[src/rtl/tcf_pkg.sv]
// ----------------------------------------------------------------------------
// tcf_pkg
// shared constants and types of the telnet command filter
// ----------------------------------------------------------------------------
package tcf_pkg;

    // telnet command and option bytes
    localparam logic [7:0] TN_IAC      = 8'd255;
    localparam logic [7:0] TN_DONT     = 8'd254;
    localparam logic [7:0] TN_DO       = 8'd253;
    localparam logic [7:0] TN_WONT     = 8'd252;
    localparam logic [7:0] TN_WILL     = 8'd251;
    localparam logic [7:0] TN_SB       = 8'd250;
    localparam logic [7:0] TN_SE       = 8'd240;
    localparam logic [7:0] TN_OPT_ECHO = 8'd1;
    localparam logic [7:0] TN_OPT_SGA  = 8'd3;

    // result kinds on the output tuser
    localparam logic KIND_DATA  = 1'b0;
    localparam logic KIND_REPLY = 1'b1;

    // beat positions of a three-byte reply
    localparam logic [1:0] BEAT_IAC = 2'd0;
    localparam logic [1:0] BEAT_CMD = 2'd1;
    localparam logic [1:0] BEAT_OPT = 2'd2;

    // default depth of the action queue (at least 2)
    localparam int QUEUE_DEPTH_DEF = 2;

    // one action from the parser to the emitter
    typedef struct packed {
        logic       is_reply;  // 0: one data byte, 1: IAC cmd opt reply
        logic [7:0] cmd;       // reply command byte
        logic [7:0] byte_val;  // data byte, or option byte of a reply
    } action_t;

endpackage

[src/rtl/telnet_command_filter.sv]
// ----------------------------------------------------------------------------
// telnet_command_filter
// telnet IAC filter: passes data bytes, swallows commands and subnegotiation,
// answers WILL and DO option requests with three-byte replies
// ----------------------------------------------------------------------------
// path: a data byte is registered in the action queue, then in the output
// stage before m_; throughput: one input byte per cycle while the queue is
// not full; a reply holds the emitter for three output beats, and with the
// default two-entry queue (QUEUE_DEPTH) a reply followed by more data stalls the input
// reset: synchronous active-low aresetn returns the parser to the data state
// and empties the queue and the output stage
module telnet_command_filter #(
    parameter int QUEUE_DEPTH = tcf_pkg::QUEUE_DEPTH_DEF
) (
    input  logic       aclk,
    input  logic       aresetn,
    input  logic       s_tvalid,
    output logic       s_tready,
    input  logic [7:0] s_tdata,   // [7:0] rx_byte
    output logic       m_tvalid,
    input  logic       m_tready,
    output logic [7:0] m_tdata,   // [7:0] out_byte
    output logic       m_tuser,   // [0] out_kind
    output logic       m_tlast    // out_last
);

    tcf_pkg::action_t act, head;
    logic             in_accept;
    logic             push, pop, q_empty, q_full;
    logic [$clog2(QUEUE_DEPTH+1)-1:0] q_count;

    assign s_tready  = !q_full;
    assign in_accept = s_tvalid && s_tready;

    tcf_front u_front (
        .aclk      (aclk),
        .aresetn   (aresetn),
        .in_accept (in_accept),
        .rx_byte   (s_tdata),
        .act_push  (push),
        .act       (act)
    );

    tcf_queue #(
        .DEPTH (QUEUE_DEPTH)
    ) u_queue (
        .aclk     (aclk),
        .aresetn  (aresetn),
        .push     (push),
        .push_act (act),
        .pop      (pop),
        .head_act (head),
        .empty    (q_empty),
        .full     (q_full),
        .count    (q_count)
    );

    tcf_back u_back (
        .aclk     (aclk),
        .aresetn  (aresetn),
        .q_empty  (q_empty),
        .q_head   (head),
        .q_pop    (pop),
        .m_tvalid (m_tvalid),
        .m_tready (m_tready),
        .m_tdata  (m_tdata),
        .m_tuser  (m_tuser),
        .m_tlast  (m_tlast)
    );

    // queue occupancy stays within its depth
    a_count_bound: assert property (@(posedge aclk) disable iff (!aresetn)
        q_count <= ($clog2(QUEUE_DEPTH+1))'(QUEUE_DEPTH))
        else $error("action queue overflow");

    // a non-final beat is always followed by another reply beat
    a_reply_cont: assert property (@(posedge aclk) disable iff (!aresetn)
        m_tvalid && m_tready && !m_tlast |=> m_tvalid && m_tuser)
        else $error("reply cut short");

    // a data byte is always a single final beat
    a_data_last: assert property (@(posedge aclk) disable iff (!aresetn)
        m_tvalid && !m_tuser |-> m_tlast)
        else $error("data byte without last");

    // a pop never happens on an empty queue
    a_no_underflow: assert property (@(posedge aclk) disable iff (!aresetn)
        pop |-> q_count != '0)
        else $error("action queue underflow");

endmodule

[src/rtl/tcf_front.sv]
// ----------------------------------------------------------------------------
// tcf_front
// byte parser: tracks the telnet command state and turns each received byte
// into nothing, a data action or a reply action
// ----------------------------------------------------------------------------
module tcf_front (
    input  logic             aclk,
    input  logic             aresetn,
    input  logic             in_accept,
    input  logic [7:0]       rx_byte,
    output logic             act_push,
    output tcf_pkg::action_t act
);

    localparam logic [2:0] ST_DATA  = 3'd0;
    localparam logic [2:0] ST_IAC   = 3'd1;
    localparam logic [2:0] ST_OPT   = 3'd2;
    localparam logic [2:0] ST_SB    = 3'd3;
    localparam logic [2:0] ST_SBIAC = 3'd4;

    localparam logic [1:0] PC_WILL = 2'd0;
    localparam logic [1:0] PC_DO   = 2'd2;

    logic [2:0] state_reg, state_next;
    logic [1:0] pend_reg, pend_next;
    logic [7:0] cmd_diff;
    logic       act_valid;

    assign cmd_diff = rx_byte - tcf_pkg::TN_WILL;

    always_comb begin
        state_next    = state_reg;
        pend_next     = pend_reg;
        act_valid     = 1'b0;
        act.is_reply  = tcf_pkg::KIND_DATA;
        act.cmd       = tcf_pkg::TN_IAC;
        act.byte_val  = rx_byte;
        case (state_reg)
            ST_DATA: begin
                if (rx_byte == tcf_pkg::TN_IAC) begin
                    state_next = ST_IAC;
                end else begin
                    act_valid = 1'b1;
                end
            end
            ST_IAC: begin
                if (rx_byte == tcf_pkg::TN_IAC) begin
                    state_next = ST_DATA;
                    act_valid  = 1'b1;
                end else if (rx_byte >= tcf_pkg::TN_WILL) begin
                    // WILL..DONT, IAC already handled above
                    pend_next  = cmd_diff[1:0];
                    state_next = ST_OPT;
                end else if (rx_byte == tcf_pkg::TN_SB) begin
                    state_next = ST_SB;
                end else begin
                    state_next = ST_DATA;
                end
            end
            ST_OPT: begin
                state_next = ST_DATA;
                if (pend_reg == PC_WILL) begin
                    act_valid    = 1'b1;
                    act.is_reply = tcf_pkg::KIND_REPLY;
                    act.cmd      = (rx_byte == tcf_pkg::TN_OPT_ECHO ||
                                    rx_byte == tcf_pkg::TN_OPT_SGA) ?
                                   tcf_pkg::TN_DO : tcf_pkg::TN_DONT;
                end else if (pend_reg == PC_DO) begin
                    act_valid    = 1'b1;
                    act.is_reply = tcf_pkg::KIND_REPLY;
                    act.cmd      = (rx_byte == tcf_pkg::TN_OPT_SGA) ?
                                   tcf_pkg::TN_WILL : tcf_pkg::TN_WONT;
                end
            end
            ST_SB: begin
                if (rx_byte == tcf_pkg::TN_IAC) begin
                    state_next = ST_SBIAC;
                end
            end
            ST_SBIAC: begin
                state_next = (rx_byte == tcf_pkg::TN_SE) ? ST_DATA : ST_SB;
            end
            default: begin
                state_next = ST_DATA;
                act_valid  = 1'b1;
            end
        endcase
    end

    assign act_push = in_accept && act_valid;

    always_ff @(posedge aclk) begin
        if (!aresetn) begin
            state_reg <= ST_DATA;
            pend_reg  <= PC_WILL;
        end else if (in_accept) begin
            state_reg <= state_next;
            pend_reg  <= pend_next;
        end
    end

endmodule

[src/rtl/tcf_queue.sv]
// ----------------------------------------------------------------------------
// tcf_queue
// small action queue between the parser and the emitter
// ----------------------------------------------------------------------------
module tcf_queue #(
    parameter int DEPTH = tcf_pkg::QUEUE_DEPTH_DEF
) (
    input  logic             aclk,
    input  logic             aresetn,
    input  logic             push,
    input  tcf_pkg::action_t push_act,
    input  logic             pop,
    output tcf_pkg::action_t head_act,
    output logic             empty,
    output logic             full,
    output logic [$clog2(DEPTH+1)-1:0] count
);

    localparam int PW = $clog2(DEPTH);
    localparam int CW = $clog2(DEPTH + 1);
    localparam logic [PW-1:0] PTR_LAST = PW'(DEPTH - 1);

    tcf_pkg::action_t mem [DEPTH];
    logic [PW-1:0] wr_ptr_reg, rd_ptr_reg;
    logic [CW-1:0] count_reg;

    assign empty    = (count_reg == '0);
    assign full     = (count_reg == CW'(DEPTH));
    assign count    = count_reg;
    assign head_act = mem[rd_ptr_reg];

    always_ff @(posedge aclk) begin
        if (push) begin
            mem[wr_ptr_reg] <= push_act;
        end
    end

    always_ff @(posedge aclk) begin
        if (!aresetn) begin
            wr_ptr_reg <= '0;
            rd_ptr_reg <= '0;
            count_reg  <= '0;
        end else begin
            if (push) begin
                wr_ptr_reg <= (wr_ptr_reg == PTR_LAST) ? '0 : wr_ptr_reg + 1'b1;
            end
            if (pop) begin
                rd_ptr_reg <= (rd_ptr_reg == PTR_LAST) ? '0 : rd_ptr_reg + 1'b1;
            end
            if (push && !pop) begin
                count_reg <= count_reg + 1'b1;
            end else if (pop && !push) begin
                count_reg <= count_reg - 1'b1;
            end
        end
    end

endmodule

[src/rtl/tcf_back.sv]
// ----------------------------------------------------------------------------
// tcf_back
// result emitter: plays one action out as one data byte or three reply bytes
// ----------------------------------------------------------------------------
module tcf_back (
    input  logic             aclk,
    input  logic             aresetn,
    input  logic             q_empty,
    input  tcf_pkg::action_t q_head,
    output logic             q_pop,
    output logic             m_tvalid,
    input  logic             m_tready,
    output logic [7:0]       m_tdata,
    output logic             m_tuser,
    output logic             m_tlast
);

    tcf_pkg::action_t cur_reg;
    logic             valid_reg;
    logic [1:0]       beat_reg;
    logic             take;
    logic             last_beat;

    assign last_beat = !cur_reg.is_reply || (beat_reg == tcf_pkg::BEAT_OPT);
    assign take      = valid_reg && m_tready;
    // reload when empty or when the final beat leaves
    assign q_pop     = !q_empty && (!valid_reg || (take && last_beat));

    always_comb begin
        case (beat_reg)
            tcf_pkg::BEAT_IAC: m_tdata = cur_reg.is_reply ? tcf_pkg::TN_IAC : cur_reg.byte_val;
            tcf_pkg::BEAT_CMD: m_tdata = cur_reg.cmd;
            default:           m_tdata = cur_reg.byte_val;
        endcase
    end

    assign m_tvalid = valid_reg;
    assign m_tuser  = cur_reg.is_reply;
    assign m_tlast  = last_beat;

    always_ff @(posedge aclk) begin
        if (q_pop) begin
            cur_reg <= q_head;
        end
    end

    always_ff @(posedge aclk) begin
        if (!aresetn) begin
            valid_reg <= 1'b0;
            beat_reg  <= tcf_pkg::BEAT_IAC;
        end else if (q_pop) begin
            valid_reg <= 1'b1;
            beat_reg  <= tcf_pkg::BEAT_IAC;
        end else if (take) begin
            if (last_beat) begin
                valid_reg <= 1'b0;
                beat_reg  <= tcf_pkg::BEAT_IAC;
            end else begin
                beat_reg <= beat_reg + 1'b1;
            end
        end
    end

endmodule
[config.mk]
export PLATFORM = sky130hd
export DESIGN_NAME = telnet_command_filter
export DESIGN_NICKNAME = d
export VERILOG_FILES = /design/src/rtl/tcf_pkg.sv /design/src/rtl/telnet_command_filter.sv /design/src/rtl/tcf_front.sv /design/src/rtl/tcf_queue.sv /design/src/rtl/tcf_back.sv
export SDC_FILE = /design/constraint.sdc
export NUM_CORES = 1
export LEC_CHECK = 0
export BUFFER_PORTS_ARGS = -buffer_cell sky130_fd_sc_hd__buf_2
export CORE_MARGIN = 3
export CORE_UTILIZATION = 30
export CTS_CLUSTER_SIZE = 16
export DETAILED_ROUTE_END_ITERATION = 8
export SLEW_MARGIN = 20
export SYNTH_ARGS = -nofsm -noshare
export SYNTH_HDL_FRONTEND = slang
export SYNTH_SLANG_ARGS = --single-unit
[constraint.sdc]
create_clock -name aclk -period 2.75 [get_ports aclk]
set_input_delay 0.825 -clock aclk [delete_from_list [all_inputs] [get_ports aclk]]
set_output_delay 0.825 -clock aclk [all_outputs]
set_load 0.005 [all_outputs]
==> impl_metrics.env <==
export IMPL_final_layout_size_suffix_gt1_share_pct=24.64
export IMPL_final_area_um2=2551
export IMPL_synth_avg_cell_area_um2=12.26
export IMPL_fmax_mhz=412.7
export IMPL_synth_ff_type="edfxtp_1"
export IMPL_syn_cell_area_um2=2170
export IMPL_largest_register_ffs=24
export IMPL_finalCritPeriodShare_pct=88.12
export IMPL_path_class="in -> reg"
export IMPL_synth_edf_count=36
export IMPL_dieWidth_um=91.04
export IMPL_pin_count=24
export IMPL_cts_setup_buffers=0
export IMPL_maxSlewHeadroom_pct=59.74
export IMPL_synth_cell_type_count=38
export IMPL_final_antenna_net_count=0
export IMPL_drt_iter0_markers=82
export IMPL_vias_per_cell=4.505
export IMPL_async_flop_share_pct=0
export IMPL_slowest_stage="or3_1"
export IMPL_port_buffers=23
export IMPL_syn2layout_area_growth_pct=17.59
export IMPL_maxCapViolCount=0
export IMPL_gr_total_overflow=0
export IMPL_synth_seq_cells=48
export IMPL_syn_nets=197
export IMPL_cts_root_buf="clkbuf_8"
export IMPL_synthCells=177
export IMPL_path_clk_slew_ns=0.08
export IMPL_nFillCells=719
export IMPL_htree_levels=2
export IMPL_final_util_pct=36.94
export IMPL_grt_max_degree=16
export IMPL_grt_setup_unrepaired="false"
export IMPL_max_vdd_ir_drop_mv=0.2983
export IMPL_startpoint_type="input port"
export IMPL_tightest_slew_ns=0.6030
export IMPL_fin_worst_skew_ns=0.003493
export IMPL_cts_tree="yes"
export IMPL_dr_total_vias=1383
export IMPL_arrival_ns=2.66
export IMPL_antenna_found_initial=0
export IMPL_synth_top_area_share_pct=49.83
export IMPL_yosysWarnings=0
export IMPL_start_util_pct=31.41
export IMPL_setup_viol=0
export IMPL_coreArea_um2=6907
export IMPL_power_leakage_nw=0.8746
export IMPL_wire_per_inst_um=12.32
export IMPL_die_area_um2=8288
export IMPL_grt_pass1_wl_mm=6.575
export IMPL_die_height_um=91.04
export IMPL_synth_most_common_cell="edfxtp_1"
export IMPL_end_kind="flop"
export IMPL_ys_top_cells_by_area="edfxtp_1 50%, dfxtp_1 11%, mux2_2 6.2%"
export IMPL_grt_pass1_vias=1345
export IMPL_holdWs_ns=0.4943
export IMPL_status="completed"
export IMPL_synth_seq_area_share_pct=60.90
export IMPL_placed_cell_area_um2=2440
export IMPL_antenna_cells=0
export IMPL_grt_total_usage_pct=9.889
export IMPL_hpwl_mm=2.875
export IMPL_routed_wl_mm=3.781
export IMPL_cts_hold_buf=0
export IMPL_drc=0
export IMPL_cts_buffer_depth=2
export IMPL_yosysTopAreaCell="edfxtp_1"
export IMPL_cp_data_required_time_ns=2.98
export IMPL_drv_slew=0
export IMPL_numCtsBuffers=5
export IMPL_fin_nets=230
export IMPL_powerDensity_nw_per_um2=809.6
export IMPL_hold_path_class="reg -> reg"
export IMPL_tns_ns=0
export IMPL_gp_congestion=0.8641
export IMPL_worstPathCellList="buf_2 > ha_1 > nand3_2 > or3_1 > a32oi_1 > nor2_1 > ha_1 > xor2_1 > or3_1 > a21oi_1"
export IMPL_post_cts_resize_count=0
export IMPL_critical_path_max_stage_delay_ns=0.31
export IMPL_cp_max_fo=3
export IMPL_first_pass_iters=4
export IMPL_hold_viol_final=0
export IMPL_cts_sinks=48
export IMPL_post_route_min_period_ns=2.423
export IMPL_num_rows=30
export IMPL_clock_latency_ns=0.29
export IMPL_yosys_top_cells_count="36 x edfxtp_1, 17 x nor2_1, 12 x dfxtp_1, 12 x mux2_2, 12 x nand2_1"
-- placed cells by master, fill, tap and decap left out, drive strengths merged --
cell type  Yosys  final
a211oi         1      1
a21boi         1      1
a21oi          9      9
a22oi          1      1
a31oi          1      1
a32o           1      1
a32oi          1      1
a41oi          1      1
and2           1      1
and3           1      1
and4           2      2
buf            4     31
bufinv         0      1
clkbuf         1      5
clkinv         0      2
dfxtp         12     12
edfxtp        36     36
ha             8      8
inv            7      7
mux2          12     12
mux2i          5      5
nand2         12     12
nand2b         9      9
nand3          4      4
nand4          3      3
nor2          17     17
nor3           6      6
nor3b          1      1
nor4           1      1
o21ai          7      7
o21bai         2      2
o22ai          2      2
or2            2      2
or3            2      2
xnor2          1      1
xor2           3      3
-- stage by stage --
stage                     std cells  total power [mW]  setup slack [ns]
after floorplan                 177             1.380           0.04796
after global placement          299             1.580           0.04614
after detailed placement        299             1.590           0.01814
after CTS                       307             2.087            0.3056
after global routing            307             2.197            0.1649
final                           307             2.065            0.3267
-- cell type report --
cell class	instances	area [µm²]	area share, %
clock inverters	3	42.54	1.667
well taps	96	120.1	4.708
inverters	7	26.28	1.030
flip-flops and latches	48	1321	51.79
clock buffers	5	68.82	2.697
multi-input cells	117	797.0	31.24
repair buffers	31	175.2	6.866
-- path summary, 6_finish.rpt --
kind / start / to / slack [ns] / depth (start not counted)
min reg2reg: u_queue.wr_ptr_reg / u_queue.wr_ptr_reg / 0.49 / 2
max: s_tdata[1] / u_queue.count[1] / 0.33 / 10
max reg2reg: u_back.beat_reg[0] / u_queue.count[1] / 0.49 / 8
min: u_queue.wr_ptr_reg / u_queue.wr_ptr_reg / 0.49 / 2
-- worst max-delay path: cells and delay by family --
family | cells | cell delay, ns
and+or+nand+nor | 4 | 0.80
xor gates and xnor gates | 1 | 0.15
AOI/OAI and AO/OA | 2 | 0.38
buffers and inverters | 1 | 0.11
adders and majority gates | 2 | 0.40
-- layer usage --
layer  track usage [%]  share of wire [%]  vias up
li1                  -                  -      711
met1             12.30                 44      638
met2             16.13                 50       26
met3             3.148                4.7        8
met4             3.518                1.7        0
met5                 0                  0        -
-- power by group --
part,switching [mW],internal (mW)
combinational,0.274,0.252
sequential,0.0849,0.952
clock,0.233,0.269
-- kinds of logic (layout without fill, tap and decap cells) --
kind of cell	after synthesis	in the layout	synth area share [%]
AOI/OAI and AO/OA	27	27	7.555
xor gates and xnor gates	4	4	1.615
adders and majority gates	8	8	4.614
buffers and inverters	12	46	2.365
DFF	48	48	60.90
muxes	17	17	8.535
and+or+nand+nor	61	61	14.42
(Power assumes the default switching activity.)
